`src/sch3_ram.sv`:
```
// Generic single-write, single-read RAM with registered read data.
// No dependencies; used for the line store of the gradient block, which holds both rows.

module sch3_ram #(
	parameter int DATA_W = 8,
	parameter int DEPTH  = 256,
	parameter int ADDR_W = $clog2(DEPTH)
) (
	input  logic              clk,
	input  logic              wr_en,
	input  logic [ADDR_W-1:0] wr_addr,
	input  logic [DATA_W-1:0] wr_data,
	input  logic              rd_en,
	input  logic [ADDR_W-1:0] rd_addr,
	output logic [DATA_W-1:0] rd_data
);

	logic [DATA_W-1:0] mem_q [DEPTH];
	logic [DATA_W-1:0] rd_data_q;

	// write port
	always_ff @(posedge clk) begin
		if (wr_en) begin
			mem_q[wr_addr] <= wr_data;
		end
	end

	// registered read, holds while rd_en is low
	always_ff @(posedge clk) begin
		if (rd_en) begin
			rd_data_q <= mem_q[rd_addr];
		end
	end

	assign rd_data = rd_data_q;

endmodule

```
`config.mk`:
```
export PLATFORM = sky130hd
export DESIGN_NAME = sch3_ram
export DESIGN_NICKNAME = d
export VERILOG_FILES = /design/src/sch3_ram.sv
export SDC_FILE = /design/constraint.sdc
export NUM_CORES = 2
export LEC_CHECK = 0
export BUFFER_PORTS_ARGS = -buffer_cell sky130_fd_sc_hd__buf_2
export CORE_ASPECT_RATIO = 0.7
export CORE_UTILIZATION = 55
export CTS_CLUSTER_DIAMETER = 40
export DETAILED_ROUTE_END_ITERATION = 10
export MAX_ROUTING_LAYER = met4
export PLACE_DENSITY = 0.72
export SLEW_MARGIN = 20
export SYNTH_ARGS = -nofsm -noshare
export SYNTH_HDL_FRONTEND = slang
export SYNTH_SLANG_ARGS = --single-unit
```
`constraint.sdc`:
```
create_clock -name clk -period 2.6 [get_ports clk]
set_clock_uncertainty 0.05 [all_clocks]
set_input_delay 0.13 -clock clk [delete_from_list [all_inputs] [get_ports clk]]
set_output_delay 0.13 -clock clk [all_outputs]
set_load 0.1 [all_outputs]
```
==> metrics <==
die area=146300 um2; Sw Ratio=0.2154; drt drc=0; share of post-route cells with drive strength above 1=0.3208; largest net degree at the start of global routing=136; share of power burned in registers=0.534; beginning of the worst hold path=wr_data[0]; Initial Utilization=0.5559; Syn Area/Cell=21.33 um2; pwr dens=733.4 nW/um2; Post-synth EDFFs=2056; final setup fails=0; Peak Freq=approximately 390 MHz; Synth-to-Final Area Change=17.34%; Primary FF master, synth=edfxtp_1; crit path capture type=register; initial antenna violation count=6; unrepaired setup endpoints after global routing=no; minimum hold slack=0.008157 ns; CP peak stage delay=0.47 ns; count leader, synth=edfxtp_1; dominant cell type by area after synthesis=edfxtp_1; clk buf depth=3; GRT Total Usage=0.2913; # rows=116; vias in the first global route=41430; Lkg Pwr=30.33 nW; CP Launch Point=mem_q[209][3]; fin nets=about 4400; clock sinks=2056; setup bufs post-CTS=0; Fillers=~9000; GR Layer Usage met2=0.3973; CP bufs+invs=1; M3 GR Usage=0.07285; Post-DP HPWL=131.8 mm; family with the most delay on the worst path=compound AO/OA/AOI/OAI gates; Yosys reg bits=2056; Reg clk slew, reported paths=approximately 0.070 ns; Comb pwr share=0.059; IR drop worst, VDD=0.6270 mV; internal power=53.77 mW; Post-synth top cells=edfxtp_1 (2056), mux4_2 (454), nor2_1 (282); yosys warns=0; total grt overflow=0; Critical Path, Cell by Cell=mux4_2 > a22o_1 > a221oi_1 > o32ai_1 > nor3_2 > buf_4 > nor4_1; Reg area=61740 um2; Port-buffer cells=34; Slowest-stage cell, CP=mux4_2; Setup CP Type=register to register; post-synthesis cell type count=54; footprint of the multi-input gates=approximately 17000 um2; DP Worst Slack=-0.8267 ns; HP Class=primary input to register; Slew HR=0.3908; post-route minimum period=2.583 ns; setup ws final=0.01714 ns; Net Sw Power=approximately 15 mW; Root Driver=clkbuf_16; die height=320.4 um; clock power share=0.407; FF-to-FF Start=mem_q[209][3]; Vias=42415; Post-synth ARST share=0; final worst-path cycle share=0.9934; mapped cell area=79640 um2; Post-Syn Nets=~3800; CTS tree=yes; Total Wirelength=around 200 mm; first-pass GRT wire length=294.8 mm; DRT antenna net count=0; GP Congestion=0.9228; CTS buffer count=189; Max-Cap Viols=0; Worst EP required=about 3.1 ns; register area share after synthesis=0.7753; outcome=finished clean; Max H-tree Level=4; top post-synthesis cells by area=edfxtp_1 (78%), mux4_2 (13%), mux2i_1 (1.7%); Top Usage Layer GRT=met1; crit path launch type=register; via/cell ratio=6.573; top-area cell type share of the netlist area=0.7753; Syn Inst Count=3733; # IOs=35; max-slew violations=0; worst-skew pair later-pin latency=0.84 ns; Die W=456.8 um; Worst-Margin Slew=0.9139 ns; Fin. Hold Viols=0; grt met1 use=0.4361; 1st-pass router iterations=9; initial drt markers=7274; Worst Path Max Fanout=1; drt wl/cell=31.65 um; WP data arrival=3.11 ns; core area=approximately 140000 um2; Final Core Density=0.6523
state kept, by name (all words and copies together) (netlist names):
signal and flops:
mem_q 2048, rd_data 8
power by group through the flow:
stage / registers [mW] / logic (mW) / clock network (mW)
floorplan: 37.4 / 1.78 / 0
global placement: 37.3 / 3.85 / 0
detailed placement: 37.3 / 3.91 / 0
CTS: 36.6 / 3.97 / 28.2
global route: 36.6 / 4.17 / 29.4
finish: 36.6 / 4.02 / 27.9
cell type report:
cell class	instances	share of cell area
sequential	2056	0.6607
multi-input combinational	1442	0.1774
antenna	4	0.0001071
clock inverter	119	0.01343
timing repair buffer	719	0.07014
tap	1888	0.02528
clock buffer	223	0.05289
inverter	2	0.00008034
layer usage:
layer  share of wire  vias up
li1                -    17054
met1            0.40    22015
met2            0.43     2978
met3            0.14      368
met4           0.029        0
met5               0        -
timing repair:
item,in CTS,in global routing
resized for setup,10,5
pin swaps,0,2
hold endpoints to repair,762,0
hold buffers,18,0
gates cloned,0,0
setup endpoints to repair,5,5
kinds of logic after synthesis:
| kind of cell | count (synthesis) | share of synthesized area |
|---|---|---|
| flip-flops | 2056 | 0.7753 |
| multiplexers | 591 | 0.1460 |
| AND/OR/NAND/NOR | 466 | 0.02625 |
| AO/OA/AOI/OAI | 385 | 0.03416 |
| buffers and inverters | 235 | 0.01829 |
metrics by stage:
step	power, mW	std cells	setup TNS, ns	instance area (um2)
3_5_place_dp	41.21	6089	-4.382	86960
2_1_floorplan	39.17	3733	0	79640
5_1_grt	70.12	6453	0	93440
4_1_cts	68.72	6449	0	93400
3_3_place_gp	41.14	6089	-4.162	86960
6_report	68.53	6453	0	93440
cells in the final DEF (no fill, tap or decap), types with 38 or more instances in the layout:
cell,count
edfxtp_1,2056
buf_4,581
mux4_2,454
nor2_1,279
clkbuf_16,193
mux2i_1,134
a22oi_1,133
a21oi_1,96
buf_12,88
o221ai_1,46
clkinv_2,38
final timing paths:
kind | slack [ns] | cells past startpoint | endpoint
min reg2reg | 1.18 | 7 | rd_data[1]
max | 0.02 | 7 | rd_data[3]
min | 0.008 | 1 | mem_q[228][0]
max reg2reg | 0.02 | 7 | rd_data[3]
(Power assumes the default switching activity.)
