<file path="config.mk">
export PLATFORM = sky130hd
export DESIGN_NAME = sch3_window
export DESIGN_NICKNAME = d
export VERILOG_FILES = /design/src/sch3_pkg.sv /design/src/sch3_window.sv
export SDC_FILE = /design/constraint.sdc
export NUM_CORES = 1
export LEC_CHECK = 0
export ABC_AREA = 1
export BUFFER_PORTS_ARGS = -buffer_cell sky130_fd_sc_hd__clkbuf_2
export CAP_MARGIN = 20
export CORE_MARGIN = 2
export CORE_UTILIZATION = 60
export CTS_CLUSTER_SIZE = 20
export DETAILED_ROUTE_END_ITERATION = 10
export PLACE_DENSITY = 0.82
export SLEW_MARGIN = 10
export SYNTH_ARGS = -nofsm -noshare
export SYNTH_HDL_FRONTEND = slang
export SYNTH_SLANG_ARGS = --single-unit
</file>
<file path="constraint.sdc">
create_clock -name clk -period 11.03 [get_ports clk]
set_input_delay 1.6545 -clock clk [delete_from_list [all_inputs] [get_ports clk]]
set_output_delay 1.6545 -clock clk [all_outputs]
set_load 0.03 [all_outputs]
</file>
<file path="src/sch3_pkg.sv">
// Shared types and constants for the Scharr 3x3 gradient block.
// No dependencies; imported by every module of the block but sch3_ram.

package sch3_pkg;

	// line store geometry
	localparam int MAX_WIDTH = 4096;
	localparam int ADDR_W    = $clog2(MAX_WIDTH);

	// field widths
	localparam int PIX_W      = 8;
	localparam int GRAD_W     = 13;
	localparam int WIDTH_W    = 13;
	localparam int HEIGHT_W   = 16;
	localparam int CFG_IDX_W  = 1;
	localparam int CFG_DATA_W = 16;

	// register reset values
	localparam logic [WIDTH_W-1:0]  WIDTH_RESET  = WIDTH_W'(640);
	localparam logic [HEIGHT_W-1:0] HEIGHT_RESET = HEIGHT_W'(480);

	// kernel weights: outer taps and center tap
	localparam int KERN_SIDE = 3;
	localparam int KERN_MID  = 10;

	// window size of the filter
	localparam int WIN_SIZE = 3;

	// configuration register indexes
	typedef enum logic [CFG_IDX_W-1:0] {
		REG_IMAGE_WIDTH  = 1'b0,
		REG_IMAGE_HEIGHT = 1'b1
	} cfg_reg_t;

	// per-pixel control info travelling down the pipeline
	typedef struct packed {
		logic produce;
		logic row_end;
		logic frame_end;
	} item_tag_t;

endpackage

</file>
<file path="src/sch3_window.sv">
// 3x3 window column registers and the Scharr x/y gradient arithmetic.
// Depends on sch3_pkg; the incoming column comes from the line stores.

module sch3_window (
	input  logic                               clk,
	input  logic                               arst_n,
	input  logic                               shift_en,
	input  logic [sch3_pkg::PIX_W-1:0]         top,
	input  logic [sch3_pkg::PIX_W-1:0]         mid,
	input  logic [sch3_pkg::PIX_W-1:0]         bot,
	output logic signed [sch3_pkg::GRAD_W-1:0] grad_x,
	output logic signed [sch3_pkg::GRAD_W-1:0] grad_y
);
	import sch3_pkg::*;

	localparam int SUM_W = GRAD_W + 1;
	localparam logic signed [SUM_W-1:0] K_SIDE = SUM_W'(KERN_SIDE);
	localparam logic signed [SUM_W-1:0] K_MID  = SUM_W'(KERN_MID);

	// [0..2]: column c-2 top/mid/bottom, [3..5]: column c-1
	logic [PIX_W-1:0] win_q [2*WIN_SIZE];

	logic signed [SUM_W-1:0] tl, ml, bl, tc, bc;
	logic signed [SUM_W-1:0] tr, mr, br;
	logic signed [SUM_W-1:0] gx_full, gy_full;

	// shift the window by one column
	always_ff @(posedge clk or negedge arst_n) begin
		if (!arst_n) begin
			for (int i = 0; i < 2*WIN_SIZE; i++) begin
				win_q[i] <= '0;
			end
		end else if (shift_en) begin
			win_q[0] <= win_q[3];
			win_q[1] <= win_q[4];
			win_q[2] <= win_q[5];
			win_q[3] <= top;
			win_q[4] <= mid;
			win_q[5] <= bot;
		end
	end

	// zero-extended taps
	assign tl = signed'(SUM_W'(win_q[0]));
	assign ml = signed'(SUM_W'(win_q[1]));
	assign bl = signed'(SUM_W'(win_q[2]));
	assign tc = signed'(SUM_W'(win_q[3]));
	assign bc = signed'(SUM_W'(win_q[5]));
	assign tr = signed'(SUM_W'(top));
	assign mr = signed'(SUM_W'(mid));
	assign br = signed'(SUM_W'(bot));

	// kernel sums
	assign gx_full = K_SIDE * (tr - tl + br - bl) + K_MID * (mr - ml);
	assign gy_full = K_SIDE * (bl + br - tl - tr) + K_MID * (bc - tc);

	assign grad_x = gx_full[GRAD_W-1:0];
	assign grad_y = gy_full[GRAD_W-1:0];

endmodule

</file>
==> impl_metrics.yaml, run 1 <==
route:
  first_pass_iters: 5
  viasPerCell: 5.179
  drtIter0Drc: 223
  ant_nets: 0
  drc: 0
  routed_wl_mm: 14.26
  routedWlPerCell_um: 12.21
  num_vias: 6049
synth:
  syn_inst: 970
  async_reset_ff_share_pct: 100.0
  syn_area_per_cell_um2: 7.501
  synth-seq-cells: 48
  ys_seq_area_share_pct: 16.51
  synth_edf_count: 0
  yosysWarnings: 0
  yosys-top-cells-area: "ha_1 (21%), dfrtp_1 (17%), inv_1 (13%), fa_1 (12%), nand2_1 (8.3%)"
  synth.net_count: 1164
  yosysTopAreaCell: "ha_1"
  syn_area_um2: 7276
  synth-main-ff-cell: "dfrtp_1"
  netlist.area_leader.share_pct: 21.50
  synth_cell_types: 33
grt:
  grt_max_degree: 88
  grt_pass1_wl_mm: 25.52
  use_met2_pct: 38.13
  antenna_found_initial: 0
  use_met1_pct: 34.75
  overflow: 0
  grt_busiest_layer: "met2"
  grt_pass1_vias: 5762
  grt_use_total_pct: 23.60
  use_met3_pct: 2.912
critical_path:
  worstPathArrival_ns: 6.97
  start_kind: "input port"
  cpMaxStageDelayCell: "fa_1"
  cp_data_required_time_ns: 9.38
  timing.rr.start: "bc[1]$_DFFE_PN0P_"
  max_stage_delay_ns: 0.53
  cp-startpoint: "top[0]"
  endpoint_kind: "output port"
  path_class: "input port to output port"
  crit_top_cell: "inv_1"
  crit_fanout: 5
clock_tree:
  cts_buffer_depth: 2
  cts_root_buf: "clkbuf_16"
  clkTransAtPathRegs_ns: 0.06
  cts.sinks: 48
  post-cts-setup-buffers: 0
  cts_hold_buffers: 0
  insertion_delay_ns: 0.29
  post_cts_resized: 0
  cts_tree: "done"
  cts_made_buffers: 5
  cts_htree_levels: 2
timing:
  post-route-min-period_ns: 8.622
  timing.final.crit_share_pct: 78.17
  worstMarginPinSlew_ns: 0.7408
  final.setup.tns_ns: 0
  whs_ns: 0.4849
  hold_viol: 0
  worst_clock_skew_ns: 0.006581
  slew_headroom_pct: 50.61
  rsz0062_at_grt: "false"
  fmax_ghz: 0.1160
  setup_viol: 0
  drv_slew: 0
layout:
  fin_cells: 1168
  drive_gt1_share_pct: 8.619
  syn2layout_area_growth_pct: 7.653
  finalNetCount: 1214
  fill_cells: 1033
  insertedDiodeCount: 0
die:
  die-width_um: 114.1
  rows: 40
  core_um2: 11910
  die_h_um: 114.1
  ios: 53
  die_area_um2: 13020
  start_util_pct: 61.08
place:
  gp_congestion: 0.9000
  dp_cells: 1160
  port_buffers: 52
  hpwl_mm: 12.06
hold_path:
  hp-class: "flip-flop to flip-flop"
  holdCritStartpoint: "win_q[10]$_DFFE_PN0P_"
status:
  status: "completed"
flow_run:
  maxCapViolCount: 0
==> per-layer routing <==
layer | share of wire (%) | wire length [um] | vias to the layer above
li1 | - | - | 3129
met1 | 50 | 7143 | 2789
met2 | 45 | 6358 | 115
met4 | 1.3 | 180 | 0
met5 | 0 | 0 | -
met3 | 4.0 | 575 | 16
==> worst max-delay path: cells and delay by family <==
kind / cells / cell delay [ns]
simple gates: 11 / 0.96
fa+ha+maj: 7 / 2.56
compound gates: 6 / 0.92
xor+xnor: 1 / 0.18
buf+inv: 9 / 0.69
==> cells in the mapped netlist, types with 6 or more instances <==
cell type / number
a21oi_1: 75
dfrtp_1: 48
fa_1: 42
ha_1: 125
inv_1: 259
mux2_2: 9
nand2_1: 161
nand2_2: 6
nand3_1: 32
nand4_1: 9
nor2_1: 36
nor3_1: 6
o21ai_0: 45
xnor2_1: 24
xor2_1: 45
==> layout make-up <==
| cell class | instances | area (um2) | area share [%] |
|---|---|---|---|
| clock buffer | 6 | 138.9 | 1.773 |
| clock inverter | 2 | 13.76 | 0.1757 |
| inverter | 259 | 972.2 | 12.41 |
| multi-input combinational | 652 | 5047 | 64.44 |
| sequential | 48 | 1201 | 15.34 |
| tap | 147 | 183.9 | 2.348 |
| timing repair buffer | 54 | 275.3 | 3.514 |
==> logic make-up (layout without fill, tap and decap cells) <==
logic type | Yosys count | count (layout) | synth area share [%]
AO/OA/AOI/OAI | 150 | 150 | 11.68
XOR/XNOR | 69 | 69 | 8.306
adder cells (fa/ha/maj) | 167 | 167 | 33.05
buffers and inverters | 270 | 321 | 14.12
flip-flops | 48 | 48 | 16.51
multiplexers | 9 | 9 | 1.393
AND/OR/NAND/NOR | 257 | 257 | 14.94
==> through the flow <==
| stage | instance area, um2 | setup slack, ns | util (%) |
|---|---|---|---|
| after global routing | 7833 | 1.945 | 65.76 |
| after global placement | 7680 | 2.635 | 64.47 |
| after CTS | 7833 | 2.436 | 65.76 |
| after floorplan | 7276 | 2.990 | - |
| final | 7833 | 2.408 | 65.76 |
| after detailed placement | 7680 | 2.502 | 64.47 |
==> cell usage in the layout (no fill, tap or decap), types with 6 or more instances in the layout <==
cell / Yosys / routed
nor2_1: 36 / 36
inv_1: 259 / 259
ha_1: 125 / 125
nand4_1: 9 / 9
fa_1: 42 / 42
dfrtp_1: 48 / 48
a21oi_1: 75 / 75
clkbuf_2: 0 / 52
o21ai_0: 45 / 45
xnor2_1: 24 / 24
nand2_2: 6 / 6
nand2_1: 161 / 161
xor2_1: 45 / 45
nor3_1: 6 / 6
nand3_1: 32 / 32
mux2_2: 9 / 9
==> path summary, 6_finish.rpt <==
check / endpoint / cells after the start / slack [ns]
max: grad_x[12] / 34 / 2.41
min: ml[2]$_DFFE_PN0P_ / 2 / 0.48
max reg2reg: bc[1]$_DFFE_PN0P_ / 2 / 10.24
min reg2reg: ml[2]$_DFFE_PN0P_ / 2 / 0.48
max in group asynchronous: bl[3]$_DFFE_PN0P_ / 2 / 9.14
min in group asynchronous: win_q[14]$_DFFE_PN0P_ / 2 / 1.45
==> sequential cells by signal, indices dropped and copies added (netlist names) <==
register / cells
ml: 8
tl: 8
bl: 8
bc: 8
tc: 8
win_q: 8
Power of run 1 is left out: the tool's default activity adds up to more than one toggle a clock period on the data nets, which glitch-free logic cannot reach.
==> run 2, diff against run 1 <==
- CORE_UTILIZATION: 60 -> 57
- clock period: 11.03 -> 7.4 ns (I/O delays scaled with it)
==> run 2 against run 1 <==
Net effect: worst setup slack lost 2.2 ns; cell area grew 5.8%; clock skew rose by 0.0027 ns; first-iteration DRC count grew 44%; final cell count up 2.7%; non-clock buffer count grew 6; global-route usage down 0.38 points; die area grew 5.1%; count of clock-buffer cells in the layout is 1 lower; critical path depth up 1; hold slack got worse by 0.0013 ns.
==> impl_metrics.yaml, run 2 (same netlist as run 1, synthesis figures left out) <==
layout:
  final_cell_mix: "inv_1 (258), nand2_1 (156), ha_1 (107), a21oi_1 (70), clkbuf_2 (49)"
  final_common_cell: "inv_1"
  syn2layout_area_growth_pct: 13.91
  finalNetCount: 1220
  fin_cells: 1199
  drive_gt1_share_pct: 14.02
  insertedDiodeCount: 0
  fill_cells: 1022
timing:
  final.setup.tns_ns: 0
  drv_slew: 0
  fmax_ghz: 0.1387
  post-route-min-period_ns: 7.210
  timing.final.crit_share_pct: 97.43
  slew_headroom_pct: 49.65
  worst_clock_skew_ns: 0.009321
  rsz0062_at_grt: "true"
  setup_viol: 0
  hold_viol: 0
  worstMarginPinSlew_ns: 0.7552
grt:
  grt_pass1_wl_mm: 25.75
  antenna_found_initial: 0
  grt_use_total_pct: 23.22
  overflow: 0
  grt_pass1_vias: 5771
  grt_max_degree: 88
route:
  first_pass_iters: 7
  routedWlPerCell_um: 13.45
  routed_wl_mm: 16.13
  drc: 0
  viasPerCell: 5.193
  num_vias: 6227
  drtIter0Drc: 322
  ant_nets: 0
critical_path:
  start_kind: "input port"
  max_stage_delay_ns: 0.54
  crit_fanout: 5
  r2r_cells: 1
  crit_buf_inv: 10
  crit_cells: 35
  cpMaxStageDelayCell: "fa_1"
  endpoint_kind: "output port"
  crit_family: "adder cells"
  worstPathArrival_ns: 6.10
  cp_data_required_time_ns: 6.29
  crit_top_cell: "inv_1"
  path_class: "input port to output port"
place:
  gp_congestion: 0.8906
  hpwl_mm: 12.26
  port_buffers: 52
  dp_cells: 1187
status:
  status: "completed"
clock_tree:
  cts_root_buf: "clkbuf_16"
  cts_made_buffers: 5
  cts_tree: "done"
  cts_hold_buffers: 0
  cts.sinks: 48
  clkTransAtPathRegs_ns: 0.07
  insertion_delay_ns: 0.29
  cts_htree_levels: 2
  cts_buffer_depth: 2
flow_run:
  maxCapViolCount: 0
hold_path:
  hp-class: "flip-flop to flip-flop"
  min_path_cells: 2
die:
  die_area_um2: 13680
  ios: 53
  die-width_um: 117.0
  core_um2: 12520
  die_h_um: 117.0
  rows: 41
  start_util_pct: 58.13
run 2: what timing repair did:
action / in CTS / in global routing
gates cloned: 0 / 0
resized for setup: 7 / 62
endpoints found under the setup margin: 2 / 11
pin swaps: 0 / 15
setup buffers: 0 / 4
run 2: worst paths after layout:
check,endpoint,from,slack (ns)
setup / recovery,grad_x[12],top[0],0.19
hold / removal,ml[4]$_DFFE_PN0P_,win_q[12]$_DFFE_PN0P_,0.48
setup reg to reg,tl[0]$_DFFE_PN0P_,tl[0]$_DFFE_PN0P_,6.61
hold reg to reg,ml[4]$_DFFE_PN0P_,win_q[12]$_DFFE_PN0P_,0.48
max in group asynchronous,bl[1]$_DFFE_PN0P_,arst_n,6.07
min in group asynchronous,win_q[13]$_DFFE_PN0P_,arst_n,0.91
run 2: layer usage:
layer | wire length, um | vias up | GRT usage [%]
li1 | - | 3153 | -
met2 | 7893 | 150 | 40.04
met1 | 7451 | 2909 | 32.96
met3 | 684 | 15 | 2.678
met5 | 0 | - | 0
met4 | 102 | 0 | 1.882
run 2: through the flow:
| stage | worst slack, ns | util [%] | hold WS (ns) | area, um2 |
|---|---|---|---|---|
| 5_1_grt | -0.1936 | 66.21 | 0.5117 | 8288 |
| 3_3_place_gp | 0.1066 | 61.73 | 0.4577 | 7726 |
| 4_1_cts | 0.01305 | 63.47 | 0.4913 | 7945 |
| 2_1_floorplan | 0.4488 | - | 0.4492 | 7276 |
| 3_5_place_dp | -0.05614 | 61.73 | 0.4762 | 7726 |
| 6_report | 0.1899 | 66.21 | 0.4836 | 8288 |
run 2: layout make-up:
type	count	area [um2]	share of cell area (%)
timing repair buffer	60	327.8	3.955
clock buffer	5	125.1	1.510
tap	172	215.2	2.597
clock inverter	3	68.82	0.8303
sequential	48	1201	14.49
multi-input combinational	652	5378	64.89
inverter	259	972.2	11.73
run 2: tightest hold or removal path, stage by stage (launching register included):
cell and delay (ns):
dfrtp_1 0.34, nand2_1 0.05, o21ai_0 0.06
Power of run 2 is left out for the same reason.
