--- src/sch3_pkg.sv ---
// Shared types and constants for the Scharr 3x3 gradient block.
// No dependencies; imported by every module of the block but sch3_ram.

package sch3_pkg;

	// line store geometry
	localparam int MAX_WIDTH = 4096;
	localparam int ADDR_W    = $clog2(MAX_WIDTH);

	// field widths
	localparam int PIX_W      = 8;
	localparam int GRAD_W     = 13;
	localparam int WIDTH_W    = 13;
	localparam int HEIGHT_W   = 16;
	localparam int CFG_IDX_W  = 1;
	localparam int CFG_DATA_W = 16;

	// register reset values
	localparam logic [WIDTH_W-1:0]  WIDTH_RESET  = WIDTH_W'(640);
	localparam logic [HEIGHT_W-1:0] HEIGHT_RESET = HEIGHT_W'(480);

	// kernel weights: outer taps and center tap
	localparam int KERN_SIDE = 3;
	localparam int KERN_MID  = 10;

	// window size of the filter
	localparam int WIN_SIZE = 3;

	// configuration register indexes
	typedef enum logic [CFG_IDX_W-1:0] {
		REG_IMAGE_WIDTH  = 1'b0,
		REG_IMAGE_HEIGHT = 1'b1
	} cfg_reg_t;

	// per-pixel control info travelling down the pipeline
	typedef struct packed {
		logic produce;
		logic row_end;
		logic frame_end;
	} item_tag_t;

endpackage

--- src/sch3_ctrl.sv ---
// Configuration registers and raster position counters for the gradient block.
// Depends on sch3_pkg; gives the line store address and item tag per pixel.

module sch3_ctrl (
	input  logic                             clk,
	input  logic                             arst_n,
	input  logic                             cfg_we,
	input  logic [sch3_pkg::CFG_IDX_W-1:0]   cfg_index,
	input  logic [sch3_pkg::CFG_DATA_W-1:0]  cfg_data,
	input  logic                             advance,
	output logic [sch3_pkg::ADDR_W-1:0]      addr,
	output sch3_pkg::item_tag_t              tag
);
	import sch3_pkg::*;

	logic [WIDTH_W-1:0]  width_q;
	logic [HEIGHT_W-1:0] height_q;
	logic [ADDR_W-1:0]   col_q;
	logic [HEIGHT_W-1:0] row_q;

	logic [ADDR_W-1:0]   last_col;
	logic [HEIGHT_W-1:0] last_row;
	logic                size_ok;
	logic                at_col_end;
	logic                at_row_end;

	// effective last column: zero width acts as one, wide images saturate
	always_comb begin
		if (width_q == '0) begin
			last_col = '0;
		end else if (32'(width_q) > MAX_WIDTH) begin
			last_col = ADDR_W'(MAX_WIDTH - 1);
		end else begin
			last_col = ADDR_W'(width_q - WIDTH_W'(1));
		end
	end

	assign last_row   = (height_q == '0) ? '0 : height_q - HEIGHT_W'(1);
	assign size_ok    = (width_q >= WIDTH_W'(WIN_SIZE)) && (height_q >= HEIGHT_W'(WIN_SIZE));
	assign at_col_end = (col_q == last_col);
	assign at_row_end = (row_q == last_row);

	// tag for the pixel at the current position
	assign addr          = col_q;
	assign tag.produce   = size_ok && (row_q >= HEIGHT_W'(WIN_SIZE - 1))
		&& (col_q >= ADDR_W'(WIN_SIZE - 1));
	assign tag.row_end   = at_col_end;
	assign tag.frame_end = at_col_end && at_row_end;

	// configuration writes restart the frame
	always_ff @(posedge clk or negedge arst_n) begin
		if (!arst_n) begin
			width_q  <= WIDTH_RESET;
			height_q <= HEIGHT_RESET;
			col_q    <= '0;
			row_q    <= '0;
		end else if (cfg_we) begin
			unique case (cfg_reg_t'(cfg_index))
				REG_IMAGE_WIDTH: begin
					width_q <= cfg_data[WIDTH_W-1:0];
				end
				REG_IMAGE_HEIGHT: begin
					height_q <= cfg_data[HEIGHT_W-1:0];
				end
			endcase
			col_q <= '0;
			row_q <= '0;
		end else if (advance) begin
			if (at_col_end) begin
				col_q <= '0;
				row_q <= at_row_end ? '0 : row_q + HEIGHT_W'(1);
			end else begin
				col_q <= col_q + ADDR_W'(1);
			end
		end
	end

endmodule

--- config.mk ---
export PLATFORM = sky130hd
export DESIGN_NAME = sch3_ctrl
export DESIGN_NICKNAME = d
export VERILOG_FILES = /design/src/sch3_pkg.sv /design/src/sch3_ctrl.sv
export SDC_FILE = /design/constraint.sdc
export NUM_CORES = 1
export LEC_CHECK = 0
export BUFFER_PORTS_ARGS = -buffer_cell sky130_fd_sc_hd__buf_2
export CORE_MARGIN = 4
export CORE_UTILIZATION = 35
export CTS_CLUSTER_DIAMETER = 40
export DETAILED_ROUTE_END_ITERATION = 12
export PLACE_DENSITY = 0.55
export SYNTH_ARGS = -nofsm -noshare
export SYNTH_HDL_FRONTEND = slang
export SYNTH_SLANG_ARGS = --single-unit
--- constraint.sdc ---
create_clock -name clk -period 4.1 [get_ports clk]
set_input_delay 0.82 -clock clk [delete_from_list [all_inputs] [get_ports clk]]
set_output_delay 0.82 -clock clk [all_outputs]
set_load 0.01 [all_outputs]
==> impl_results.html, run 1 <==
<table>
<tr><th>Metric</th><th>Value</th></tr>
<tr><th colspan="2">Floorplan</th></tr>
<tr><td>Die Outline Area</td><td>14000 sq um</td></tr>
<tr><td>Effective utilization at floorplan</td><td>35.6%</td></tr>
<tr><td>Horiz. Die Dim</td><td>118 um</td></tr>
<tr><td>Total core area</td><td>12000 sq um</td></tr>
<tr><td>Die Height</td><td>118 um</td></tr>
<tr><td>Count of boundary I/O pins</td><td>36</td></tr>
<tr><td>Row count</td><td>40</td></tr>
<tr><th colspan="2">Critical path</th></tr>
<tr><td>Critical path endpoint category</td><td>primary output</td></tr>
<tr><td>Max FO, Critical Path</td><td>11</td></tr>
<tr><td>Worst setup SP type</td><td>flip-flop</td></tr>
<tr><td>Required @ worst endpoint</td><td>3280 ps</td></tr>
<tr><td>Most frequent CP cell</td><td>or4_4</td></tr>
<tr><td>Data arrival at the endpoint of the critical path</td><td>3280 ps</td></tr>
<tr><td>Kind of cell with the highest combined delay on the critical path</td><td>simple AND/OR/NAND/NOR gates</td></tr>
<tr><td>Cell Chain, Critical Path</td><td>or4_4, or4_4, or4_1, o211a_1, a31oi_1, and4_1, and2_4, buf_6</td></tr>
<tr><td>Crit Path Category</td><td>flip-flop to primary output</td></tr>
<tr><td>Worst path slowest cell</td><td>or4_4</td></tr>
<tr><td>Slowest Stage Delay on Critical Path</td><td>610 ps</td></tr>
<tr><td>Critical path buffers and inverters</td><td>1</td></tr>
<tr><th colspan="2">Timing</th></tr>
<tr><td>Final Hold Fails</td><td>0</td></tr>
<tr><td>Max_slew headroom</td><td>53.4%</td></tr>
<tr><td>WHS</td><td>499 ps</td></tr>
<tr><td>Slew at the pin closest to its max-slew limit</td><td>697 ps</td></tr>
<tr><td>Clock skew</td><td>6.14 ps</td></tr>
<tr><td>RSZ-0062 raised after global routing</td><td>yes</td></tr>
<tr><td>Period utilisation layout</td><td>100%</td></tr>
<tr><td>Time the final worst path needs with I/O delays and setup</td><td>4100 ps</td></tr>
<tr><td>Final total negative setup slack</td><td>0 ps</td></tr>
<tr><td>Final slew viol count</td><td>0</td></tr>
<tr><td>Highest clock frequency the design can meet</td><td>244 MHz</td></tr>
<tr><td>Count of endpoints failing setup in the final report</td><td>0</td></tr>
<tr><th colspan="2">Logic synthesis</th></tr>
<tr><td>Number of nets in the synthesized netlist</td><td>519</td></tr>
<tr><td>Most area-consuming cells after synthesis</td><td>dfrtp_1 (30%), mux2_2 (6.9%), dfstp_2 (3.7%), xnor2_1 (3.7%), o21ai_0 (2.9%)</td></tr>
<tr><td>Yosys top cell area share</td><td>30.0%</td></tr>
<tr><td>Dominant combinational cell family by area after synthesis</td><td>simple AND/OR/NAND/NOR gates</td></tr>
<tr><td>Number of enable flip-flop cells after synthesis</td><td>0</td></tr>
<tr><td>Gate count after technology mapping</td><td>489</td></tr>
<tr><td>Multiplexer area fraction after synthesis</td><td>7.58%</td></tr>
<tr><td>Synthesized cell area</td><td>4260 sq um</td></tr>
<tr><td>Compound-Gate Fraction of Synth Area</td><td>19.0%</td></tr>
<tr><td>Mapped Avg Cell Area</td><td>8.71 sq um</td></tr>
<tr><td>Adder and majority cell fraction of the synthesized area</td><td>2.64%</td></tr>
<tr><td>Parity-gate share of the synthesized area counting xor and xnor cells</td><td>5.76%</td></tr>
<tr><td>Total of flip-flops plus latches after synthesis</td><td>57</td></tr>
<tr><td>Unique cell type count in the Yosys netlist</td><td>72</td></tr>
<tr><td>Fraction of the mapped netlist area in simple logic gates</td><td>25.5%</td></tr>
<tr><td>Share of synthesized registers carrying an async set or reset</td><td>100%</td></tr>
<tr><td>Primary flip-flop cell chosen by synthesis mapping</td><td>dfrtp_1</td></tr>
<tr><td>Share of synthesized area occupied by flip-flops and latches</td><td>33.7%</td></tr>
<tr><td>Area leader, netlist</td><td>dfrtp_1</td></tr>
<tr><td>Yosys synthesis warning count</td><td>0</td></tr>
<tr><th colspan="2">Placed design</th></tr>
<tr><td>Port Buffers</td><td>35</td></tr>
<tr><td>Half-perimeter wire length after placement</td><td>9010 um</td></tr>
<tr><td>Placer's final routability congestion estimate</td><td>0.929</td></tr>
<tr><th colspan="2">Clock network</th></tr>
<tr><td>Source-to-sink clock delay at the later pin of the worst-skew pair</td><td>330 ps</td></tr>
<tr><td>Post-CTS clock slew at the launch and capture registers of the worst setup and hold paths</td><td>50 ps</td></tr>
<tr><td>Deepest clock path buffer count</td><td>2</td></tr>
<tr><td>CTS tree</td><td>done</td></tr>
<tr><td>Root Driver</td><td>clkbuf_16</td></tr>
<tr><td>TritonCTS Buffers</td><td>9</td></tr>
<tr><td>H-tree levels</td><td>3</td></tr>
<tr><td>CTS sink cnt</td><td>57</td></tr>
<tr><th colspan="2">Final layout</th></tr>
<tr><td># diodes</td><td>0</td></tr>
<tr><td>Commonest non-fill, non-tap cells in the layout</td><td>dfrtp_1 (49), buf_4 (39), buf_2 (33), nand2_1 (31), nor2_1 (28)</td></tr>
<tr><td>Share of cells above drive strength 1</td><td>31.2%</td></tr>
<tr><td>Synthesis-to-layout area growth</td><td>22.8%</td></tr>
<tr><td>Final net count</td><td>566</td></tr>
<tr><td>Most common cell after layout, fill and taps aside</td><td>dfrtp_1</td></tr>
<tr><th colspan="2">Routing</th></tr>
<tr><td>Starting DRT DRC Count</td><td>301</td></tr>
<tr><td># DRC</td><td>0</td></tr>
<tr><td>Routed wire length</td><td>12500 um</td></tr>
<tr><td>First-pass detailed-route iteration total</td><td>5</td></tr>
<tr><td>Count of nets left with antenna violations after detail routing</td><td>0</td></tr>
<tr><td>Vias per inst</td><td>5.90</td></tr>
<tr><td>Overall via count from detail_route</td><td>4056</td></tr>
<tr><td>Wire per inst</td><td>18.2 um</td></tr>
<tr><th colspan="2">Outcome</th></tr>
<tr><td>Result of the run</td><td>complete, no violations</td></tr>
<tr><th colspan="2">Run</th></tr>
<tr><td>Number of max-cap violations</td><td>0</td></tr>
<tr><th colspan="2">Global route</th></tr>
<tr><td>Grt total ovfl</td><td>0</td></tr>
<tr><td>Maximum number of pins on one net before global-route repair</td><td>32</td></tr>
<tr><td>Via count of the first global-routing pass</td><td>3913</td></tr>
<tr><td>Global routing usage summed across all routing layers</td><td>17.9%</td></tr>
<tr><td>Wire length of the first global-routing pass</td><td>20500 um</td></tr>
<tr><td>Antenna violations before repair</td><td>0</td></tr>
<tr><th colspan="2">Pwr</th></tr>
<tr><td>Maximum resistive drop on vdd</td><td>0.252 mV</td></tr>
<tr><td>Total power per unit cell area</td><td>362 nW/um^2</td></tr>
<tr><td>Standby leakage power</td><td>0.00210 uW</td></tr>
<tr><th colspan="2">Min path</th></tr>
<tr><td>Tightest Hold Check Type</td><td>primary input to async pin</td></tr>
</table>
flip-flops by register name, summed over array words and instances, names as in the netlist:
name and flops:
height_q 16, row_q 16, width_q 13, addr 12
Yosys cell counts, types with 14 or more instances:
cell type	instances
nand3_1	19
nand2_1	31
clkbuf_1	33
mux2_2	26
o21ai_0	25
or4_1	14
xnor2_1	18
inv_1	23
a21oi_1	24
nor2_1	28
nor4_1	17
dfrtp_1	51
power breakdown:
group / internal (uW) / total [uW] / switching, uW
combinational: 205 / 432 / 227
clock: 487 / 764 / 277
sequential: 616 / 696 / 80.0
total: 1310 / 1890 / 584
cell families (layout without fill, tap and decap cells):
kind of cell,after synthesis,count (layout)
fa+ha+maj,9,9
mux,29,29
buf+inv,62,114
compound gates,118,118
xor+xnor,28,28
simple gates,186,186
flops,57,57
per-layer routing:
layer	GRT usage (%)	vias to the layer above	part of all wire [%]
li1	-	1925	-
met3	3.49	21	4.6
met4	6.23	0	2.0
met5	0	-	0
met1	24.9	2000	47
met2	27.8	110	47
path summary, 6_finish.rpt:
kind,startpoint,endpoint,slack [ps],depth (start not counted)
worst max-delay path,height_q[5]$_DFFE_PN1P_,tag[0],2,8
worst min-delay path,arst_n,height_q[0]$_DFFE_PN0P_,500,1
worst max register to register,width_q[10]$_DFFE_PN0P_,row_q[14]$_DFFE_PN0P_,340,11
worst min register to register,width_q[1]$_DFFE_PN0P_,width_q[1]$_DFFE_PN0P_,590,2
max in group asynchronous,arst_n,addr[10]$_DFFE_PN0P_,2750,2
min in group clk,width_q[1]$_DFFE_PN0P_,width_q[1]$_DFFE_PN0P_,590,2
metrics by stage:
step           utilization [%]  instance area (sq um)  cells  setup WS, ps  power, uW
3_3_place_gp              38.6                   4620    654         -83.3       1070
6_report                  43.7                   5230    688          1.78       1890
2_1_floorplan                -                   4270    489          13.7        949
4_1_cts                   42.9                   5130    685          24.0       1880
3_5_place_dp              38.6                   4620    654         -43.5       1070
5_1_grt                   43.7                   5230    688          -109       1990
area by class of cell:
class	count	area, sq um
Fill cell	1137	6730
Multi-Input combinational cell	370	2730
Sequential cell	57	1440
Timing Repair Buffer	75	492
Clock buffer	10	239
Tap cell	147	184
Inverter	23	86.3
Clock inverter	6	67.6
what timing repair did:
action                     in CTS  in global routing
hold buffers                    0                  0
gates resized for setup        25                 16
hold endpoints to repair        0                  0
setup endpoints to repair       2                 15
gates cloned                    0                  0
buffers inserted               15                  3
pin swaps                       8                  6
Note: power is estimated with default switching activity, not from simulation.
==> inputs of run 2 (changes only) <==
==> constraint.sdc (replaced) <==
create_clock -name clk -period 4.1 [get_ports clk]
set_input_delay 0.82 -clock clk [delete_from_list [all_inputs] [get_ports clk]]
set_output_delay 0.82 -clock clk [all_outputs]
set_load 0.1 [all_outputs]
==> run 2 against run 1 <==
Hold slack got worse by 19 ps. Global-route usage rose by 0.51 points. Wire length rose by 0.42%. Sequential power fell by 1%. Maximum frequency rose by 0.47%. Design area rose by 1.1%. Clock skew fell by 1.5 ps. Sequential cell count did not move. Critical path type unchanged. Highest routed layer unchanged.
==> impl_results.html, run 2 (synthesis results as in run 1) <==
<table>
<tr><th>Metric</th><th>Value</th></tr>
<tr><th colspan="2">Outcome</th></tr>
<tr><td>Result of the run</td><td>complete, no violations</td></tr>
<tr><th colspan="2">Final layout</th></tr>
<tr><td>Commonest non-fill, non-tap cells in the layout</td><td>dfrtp_1 (49), buf_4 (41), buf_2 (33), nand2_1 (30), nor2_1 (28)</td></tr>
<tr><td>Sequential cell area</td><td>1440 sq um</td></tr>
<tr><td>Area taken by multi-input logic gates</td><td>2740 sq um</td></tr>
<tr><td>Non-Filler Cell Area, Final</td><td>5290 sq um</td></tr>
<tr><td>Most common cell after layout, fill and taps aside</td><td>dfrtp_1</td></tr>
<tr><td>Biggest regs</td><td>height_q (16), row_q (16), width_q (13)</td></tr>
<tr><td># diodes</td><td>0</td></tr>
<tr><td>Final standard cell utilization of the core</td><td>44.2%</td></tr>
<tr><td>Final net count</td><td>570</td></tr>
<tr><td>Synthesis-to-layout area growth</td><td>24.1%</td></tr>
<tr><td>Fill cell instance count of the final layout</td><td>1153</td></tr>
<tr><td>Share of cells above drive strength 1</td><td>31.9%</td></tr>
<tr><th colspan="2">Global route</th></tr>
<tr><td>Grt total ovfl</td><td>0</td></tr>
<tr><td>Global routing usage summed across all routing layers</td><td>18.4%</td></tr>
<tr><td>Via count of the first global-routing pass</td><td>3852</td></tr>
<tr><td>Antenna violations before repair</td><td>0</td></tr>
<tr><td>Wire length of the first global-routing pass</td><td>20600 um</td></tr>
<tr><td>Maximum number of pins on one net before global-route repair</td><td>33</td></tr>
<tr><th colspan="2">Critical path</th></tr>
<tr><td>Critical path endpoint category</td><td>primary output</td></tr>
<tr><td>Data arrival at the endpoint of the critical path</td><td>3260 ps</td></tr>
<tr><td>Required @ worst endpoint</td><td>3280 ps</td></tr>
<tr><td>Max FO, Critical Path</td><td>3</td></tr>
<tr><td>Worst setup SP type</td><td>flip-flop</td></tr>
<tr><td>R2R setup slack</td><td>350 ps</td></tr>
<tr><td>Crit Path Category</td><td>flip-flop to primary output</td></tr>
<tr><th colspan="2">Timing</th></tr>
<tr><td>Final slew viol count</td><td>0</td></tr>
<tr><td>Slew at the pin closest to its max-slew limit</td><td>846 ps</td></tr>
<tr><td>Final total negative setup slack</td><td>0 ps</td></tr>
<tr><td>Period utilisation layout</td><td>99.5%</td></tr>
<tr><td>Clock skew</td><td>4.61 ps</td></tr>
<tr><td>Final Hold Fails</td><td>0</td></tr>
<tr><td>RSZ-0062 raised after global routing</td><td>yes</td></tr>
<tr><td>Count of endpoints failing setup in the final report</td><td>0</td></tr>
<tr><td>Highest clock frequency the design can meet</td><td>245 MHz</td></tr>
<tr><td>Max_slew headroom</td><td>42.2%</td></tr>
<tr><td>Time the final worst path needs with I/O delays and setup</td><td>4080 ps</td></tr>
<tr><th colspan="2">Clock network</th></tr>
<tr><td>Post-CTS clock slew at the launch and capture registers of the worst setup and hold paths</td><td>50 ps</td></tr>
<tr><td>Root Driver</td><td>clkbuf_16</td></tr>
<tr><td>Deepest clock path buffer count</td><td>2</td></tr>
<tr><td>H-tree levels</td><td>3</td></tr>
<tr><td>CTS sink cnt</td><td>57</td></tr>
<tr><td>Number of hold buffers added after cts</td><td>0</td></tr>
<tr><td>Source-to-sink clock delay at the later pin of the worst-skew pair</td><td>330 ps</td></tr>
<tr><td>CTS tree</td><td>done</td></tr>
<tr><td>TritonCTS Buffers</td><td>9</td></tr>
<tr><th colspan="2">Min path</th></tr>
<tr><td>Tightest Hold Check Type</td><td>primary input to async pin</td></tr>
<tr><th colspan="2">Routing</th></tr>
<tr><td>Wire per inst</td><td>18.2 um</td></tr>
<tr><td>First-pass detailed-route iteration total</td><td>5</td></tr>
<tr><td>Count of nets left with antenna violations after detail routing</td><td>0</td></tr>
<tr><td># DRC</td><td>0</td></tr>
<tr><td>Vias per inst</td><td>5.87</td></tr>
<tr><td>Overall via count from detail_route</td><td>4060</td></tr>
<tr><td>Routed wire length</td><td>12600 um</td></tr>
<tr><td>Starting DRT DRC Count</td><td>233</td></tr>
<tr><th colspan="2">Run</th></tr>
<tr><td>Number of max-cap violations</td><td>0</td></tr>
<tr><th colspan="2">Pwr</th></tr>
<tr><td>Maximum resistive drop on vdd</td><td>0.195 mV</td></tr>
<tr><td>Total power per unit cell area</td><td>358 nW/um^2</td></tr>
<tr><td>Standby leakage power</td><td>0.00214 uW</td></tr>
<tr><td>Total power</td><td>1890 uW</td></tr>
<tr><th colspan="2">Placed design</th></tr>
<tr><td>Half-perimeter wire length after placement</td><td>9070 um</td></tr>
<tr><td>Port Buffers</td><td>35</td></tr>
<tr><td>Placer's final routability congestion estimate</td><td>0.913</td></tr>
<tr><td>Placed cell area</td><td>4700 sq um</td></tr>
<tr><th colspan="2">Floorplan</th></tr>
<tr><td>Horiz. Die Dim</td><td>118 um</td></tr>
<tr><td>Die Height</td><td>118 um</td></tr>
<tr><td>Row count</td><td>40</td></tr>
<tr><td>Total core area</td><td>12000 sq um</td></tr>
<tr><td>Effective utilization at floorplan</td><td>35.6%</td></tr>
<tr><td>Count of boundary I/O pins</td><td>36</td></tr>
<tr><td>Die Outline Area</td><td>14000 sq um</td></tr>
</table>
-- run 2: layer usage --
metal  track usage (%)  vias to the layer above  part of all wire [%]
met3              3.49                       20                   4.9
met4              8.57                        0                   2.4
met2              27.8                      125                    46
li1                  -                     1929                     -
met5                 0                        -                     0
met1              25.4                     1986                    47
-- run 2: area by class of cell --
| type | instances | share of cell area (%) |
|---|---|---|
| multi-input combinational | 371 | 51.9 |
| sequential | 57 | 27.2 |
| timing repair buffer | 78 | 10.3 |
| clock buffer | 14 | 5.37 |
| tap | 147 | 3.48 |
| inverter | 23 | 1.63 |
| clock inverter | 2 | 0.189 |
-- run 2: repair_timing --
action	4_1_cts	5_1_grt
setup endpoints to repair	2	15
cloned	1	0
pin swaps	8	3
buffers inserted	13	2
resized for setup	26	12
-- run 2: final timing paths --
kind                                              start                  endpoint  depth (start not counted)
worst max-delay path            height_q[1]$_DFFE_PN0P_                    tag[0]                         10
worst min-delay path                             arst_n  height_q[12]$_DFFE_PN0P_                          1
worst max register to register   width_q[0]$_DFFE_PN0P_     row_q[14]$_DFFE_PN0P_                         12
worst min register to register   width_q[7]$_DFFE_PN1P_    width_q[7]$_DFFE_PN1P_                          2
max in group asynchronous                        arst_n       addr[3]$_DFFE_PN0P_                          2
min in group clk                 width_q[7]$_DFFE_PN1P_    width_q[7]$_DFFE_PN1P_                          2
-- run 2: power breakdown --
part           internal (uW)  total [uW]  switching, uW  leakage [uW]
combinational            221         478            256       0.00127
sequential               617         689           71.9      0.000721
clock                    472         724            252      0.000149
total                   1310        1890            580       0.00214
-- run 2: worst max-delay path: stages (launching register included) --
cell	delay (ps)
dfrtp_1	380
inv_2	80
ha_4	130
or4b_4	440
or4_4	520
or4_1	480
o211a_1	150
a31oi_2	160
and4_1	240
and2_4	170
buf_12	170
-- run 2: through the flow --
stage	cells	worst slack [ps]	hold WS [ps]
CTS	690	3.27	489
global placement	660	205	543
finish	692	21.0	479
global route	692	-89.8	534
detailed placement	660	89.6	549
floorplan	489	1.39	499
==> inputs of run 3 (changes only) <==
- CTS_BUF_LIST: default -> sky130_fd_sc_hd__clkbuf_8
==> run 3 against run 2 <==
The run now ends with negative setup slack left. Non-clock buffer count did not move. Global-route usage fell by 0.21 points. Sequential power barely moved. Design area fell by 2.2%. Critical path type unchanged. Hold slack got worse by 22 ps. Largest cell class unchanged. Maximum frequency fell by 1.0%. Combinational power fell by 1%. Total power fell by 12%. Core utilization fell by 0.99 points. Clock-buffer cell count fell by 1. Die area did not move. Via count fell by 0.81%. Highest routed layer unchanged.
==> impl_results.html, run 3 (synthesis results as in run 1) <==
<table>
<tr><th>Metric</th><th>Value</th></tr>
<tr><th colspan="2">Final layout</th></tr>
<tr><td>Synthesis-to-layout area growth</td><td>21.3%</td></tr>
<tr><td>Biggest regs</td><td>height_q (16), row_q (16), width_q (13)</td></tr>
<tr><td>Commonest non-fill, non-tap cells in the layout</td><td>dfrtp_1 (49), buf_4 (41), buf_2 (33), nand2_1 (30), nor2_1 (28)</td></tr>
<tr><td>Non-Filler Cell Area, Final</td><td>5170 sq um</td></tr>
<tr><td># diodes</td><td>0</td></tr>
<tr><td>Share of cells above drive strength 1</td><td>31.7%</td></tr>
<tr><td>Fill cell instance count of the final layout</td><td>1171</td></tr>
<tr><td>Most common cell after layout, fill and taps aside</td><td>dfrtp_1</td></tr>
<tr><td>Sequential cell area</td><td>1440 sq um</td></tr>
<tr><td>Area taken by multi-input logic gates</td><td>2730 sq um</td></tr>
<tr><td>Final net count</td><td>570</td></tr>
<tr><th colspan="2">Timing</th></tr>
<tr><td>Period utilisation layout</td><td>101%</td></tr>
<tr><td>Count of endpoints failing setup in the final report</td><td>1</td></tr>
<tr><td>Final slew viol count</td><td>0</td></tr>
<tr><td>Final Hold Fails</td><td>0</td></tr>
<tr><td>Post-route setup slack</td><td>-20.9 ps</td></tr>
<tr><td>Highest clock frequency the design can meet</td><td>243 MHz</td></tr>
<tr><td>Max_slew headroom</td><td>43.0%</td></tr>
<tr><td>Time the final worst path needs with I/O delays and setup</td><td>4120 ps</td></tr>
<tr><td>RSZ-0062 raised after global routing</td><td>yes</td></tr>
<tr><td>Slew at the pin closest to its max-slew limit</td><td>833 ps</td></tr>
<tr><td>Clock skew</td><td>5.70 ps</td></tr>
<tr><th colspan="2">Critical path</th></tr>
<tr><td>Launch point of the critical path</td><td>height_q[1]$_DFFE_PN0P_</td></tr>
<tr><td>Cell Chain, Critical Path</td><td>inv_2, ha_4, or4b_4, or4_4, or4_1, o211a_1, a31oi_1, and4_1, and2_4, buf_12</td></tr>
<tr><td>Worst path slowest cell</td><td>or4_4</td></tr>
<tr><td>Critical path endpoint category</td><td>primary output</td></tr>
<tr><td>Worst setup SP type</td><td>flip-flop</td></tr>
<tr><td>R2r startpoint</td><td>width_q[0]$_DFFE_PN0P_</td></tr>
<tr><td>Critical register-to-register path endpoint</td><td>row_q[14]$_DFFE_PN0P_</td></tr>
<tr><td>Critical path buffers and inverters</td><td>2</td></tr>
<tr><td>Max FO, Critical Path</td><td>3</td></tr>
<tr><td>Stages on worst setup path</td><td>10</td></tr>
<tr><td>R2R setup slack</td><td>350 ps</td></tr>
<tr><td>Crit Path Category</td><td>flip-flop to primary output</td></tr>
<tr><td>Data arrival at the endpoint of the critical path</td><td>3300 ps</td></tr>
<tr><td>Kind of cell with the highest combined delay on the critical path</td><td>simple AND/OR/NAND/NOR gates</td></tr>
<tr><td>Crit path capture</td><td>tag[0]</td></tr>
<tr><td>Slowest Stage Delay on Critical Path</td><td>510 ps</td></tr>
<tr><td>Worst Reg2Reg Path Length in Cells</td><td>12</td></tr>
<tr><td>Required @ worst endpoint</td><td>3280 ps</td></tr>
<tr><th colspan="2">Routing</th></tr>
<tr><td>Routed wire length</td><td>12400 um</td></tr>
<tr><td>Count of nets left with antenna violations after detail routing</td><td>0</td></tr>
<tr><td>Overall via count from detail_route</td><td>4027</td></tr>
<tr><td>Vias per inst</td><td>5.82</td></tr>
<tr><td>Wire per inst</td><td>18.0 um</td></tr>
<tr><td>Starting DRT DRC Count</td><td>309</td></tr>
<tr><td># DRC</td><td>0</td></tr>
<tr><td>First-pass detailed-route iteration total</td><td>5</td></tr>
<tr><th colspan="2">Floorplan</th></tr>
<tr><td>Die Height</td><td>118 um</td></tr>
<tr><td>Count of boundary I/O pins</td><td>36</td></tr>
<tr><td>Horiz. Die Dim</td><td>118 um</td></tr>
<tr><td>Die Outline Area</td><td>14000 sq um</td></tr>
<tr><td>Total core area</td><td>12000 sq um</td></tr>
<tr><td>Effective utilization at floorplan</td><td>35.6%</td></tr>
<tr><td>Row count</td><td>40</td></tr>
<tr><th colspan="2">Run</th></tr>
<tr><td>Number of max-cap violations</td><td>0</td></tr>
<tr><th colspan="2">Global route</th></tr>
<tr><td>Maximum number of pins on one net before global-route repair</td><td>33</td></tr>
<tr><td>Antenna violations before repair</td><td>0</td></tr>
<tr><td>Wire length of the first global-routing pass</td><td>20500 um</td></tr>
<tr><td>Global routing usage summed across all routing layers</td><td>18.2%</td></tr>
<tr><td>Via count of the first global-routing pass</td><td>3847</td></tr>
<tr><td>Grt total ovfl</td><td>0</td></tr>
<tr><th colspan="2">Pwr</th></tr>
<tr><td>Maximum resistive drop on vdd</td><td>0.176 mV</td></tr>
<tr><td>Standby leakage power</td><td>0.00209 uW</td></tr>
<tr><td>Total power per unit cell area</td><td>322 nW/um^2</td></tr>
<tr><th colspan="2">Outcome</th></tr>
<tr><td>Result of the run</td><td>finished, violations left</td></tr>
<tr><td>Violations in the final reports</td><td>negative setup slack</td></tr>
<tr><th colspan="2">Placed design</th></tr>
<tr><td>Half-perimeter wire length after placement</td><td>9070 um</td></tr>
<tr><td>Placer's final routability congestion estimate</td><td>0.913</td></tr>
<tr><td>Port Buffers</td><td>35</td></tr>
<tr><td>Placement-stage worst setup slack</td><td>89.6 ps</td></tr>
<tr><td>Placed cell area</td><td>4700 sq um</td></tr>
<tr><th colspan="2">Clock network</th></tr>
<tr><td>Deepest clock path buffer count</td><td>2</td></tr>
<tr><td>Number of hold buffers added after cts</td><td>0</td></tr>
<tr><td>H-tree levels</td><td>3</td></tr>
<tr><td>TritonCTS Buffers</td><td>9</td></tr>
<tr><td>Post-CTS clock slew at the launch and capture registers of the worst setup and hold paths</td><td>70 ps</td></tr>
<tr><td>CTS sink cnt</td><td>57</td></tr>
<tr><td>CTS tree</td><td>done</td></tr>
<tr><td>Root Driver</td><td>clkbuf_8</td></tr>
<tr><td>Source-to-sink clock delay at the later pin of the worst-skew pair</td><td>350 ps</td></tr>
<tr><th colspan="2">Min path</th></tr>
<tr><td>Tightest Hold Check Type</td><td>primary input to async pin</td></tr>
</table>
## run 3: changes by cell type in the layout (fill, tap and decap cells not counted), sizes merged
cell	previous run	this run
clkbuf	14	13
inv	23	24
## run 3: layout make-up
class                      instances  area share [%]
clock buffer                      13            3.46
tap                              147            3.56
multi-input combinational        371            52.7
timing repair buffer              78            10.5
sequential                        57            27.8
clock inverter                     3           0.266
inverter                          23            1.67
## run 3: worst min-delay path by stage
| stage | start | to | slack, ps | cells after the start |
|---|---|---|---|---|
| final | arst_n | height_q[12]$_DFFE_PN0P_ | 460 | 1 |
| after CTS | arst_n | height_q[12]$_DFFE_PN0P_ | 460 | 1 |
| after detailed placement | width_q[7]$_DFFE_PN1P_ | width_q[7]$_DFFE_PN1P_ | 550 | 2 |
| after floorplan | width_q[7]$_DFFE_PN1P_ | width_q[7]$_DFFE_PN1P_ | 500 | 2 |
| after global placement | height_q[12]$_DFFE_PN0P_ | height_q[12]$_DFFE_PN0P_ | 540 | 1 |
| after global routing | arst_n | height_q[12]$_DFFE_PN0P_ | 500 | 1 |
## run 3: what timing repair did
item                                   in CTS  in global routing
buffers inserted                           14                  1
setup endpoints to repair                   2                 15
pin swaps                                   9                  3
endpoints found under the hold margin       0                  0
gates resized for setup                    26                  9
cloned                                      1                  0
## run 3: routing by layer
metal  part of all wire, %  track usage [%]
met5                     0                0
met4                   2.1             7.99
met3                   5.0             3.54
met2                    47             27.4
met1                    46             25.3
## run 3: report_power, final
| group | internal [uW] | switching [uW] | total, uW | leakage, uW |
|---|---|---|---|---|
| clock network | 281 | 226 | 507 | 0.000107 |
| registers | 616 | 71.3 | 687 | 0.000721 |
| logic | 218 | 253 | 472 | 0.00126 |
| total | 1120 | 551 | 1670 | 0.00209 |
## run 3: per-stage QoR
step                      hold slack, ps  util, %  cells  setup TNS, ps  power (uW)
after floorplan                      499        -    489              0         971
after global placement               543     39.3    660              0        1100
after detailed placement             549     39.3    660              0        1110
after CTS                            460     42.8    691          -21.1        1670
after global routing                 504     43.2    692           -237        1750
final                                457     43.2    692          -20.9        1670
## run 3: worst reg2reg max path, cell delays in order, from the launching register on
cell and delay (ps):
dfrtp_1 410, buf_4 140, or4_4 540, o21ai_2 180
o22ai_1 100, or4_1 530, or4_4 440, nor4_4 200
buf_6 160, buf_4 170, nand2_2 150, or4_1 500
a21oi_1 150
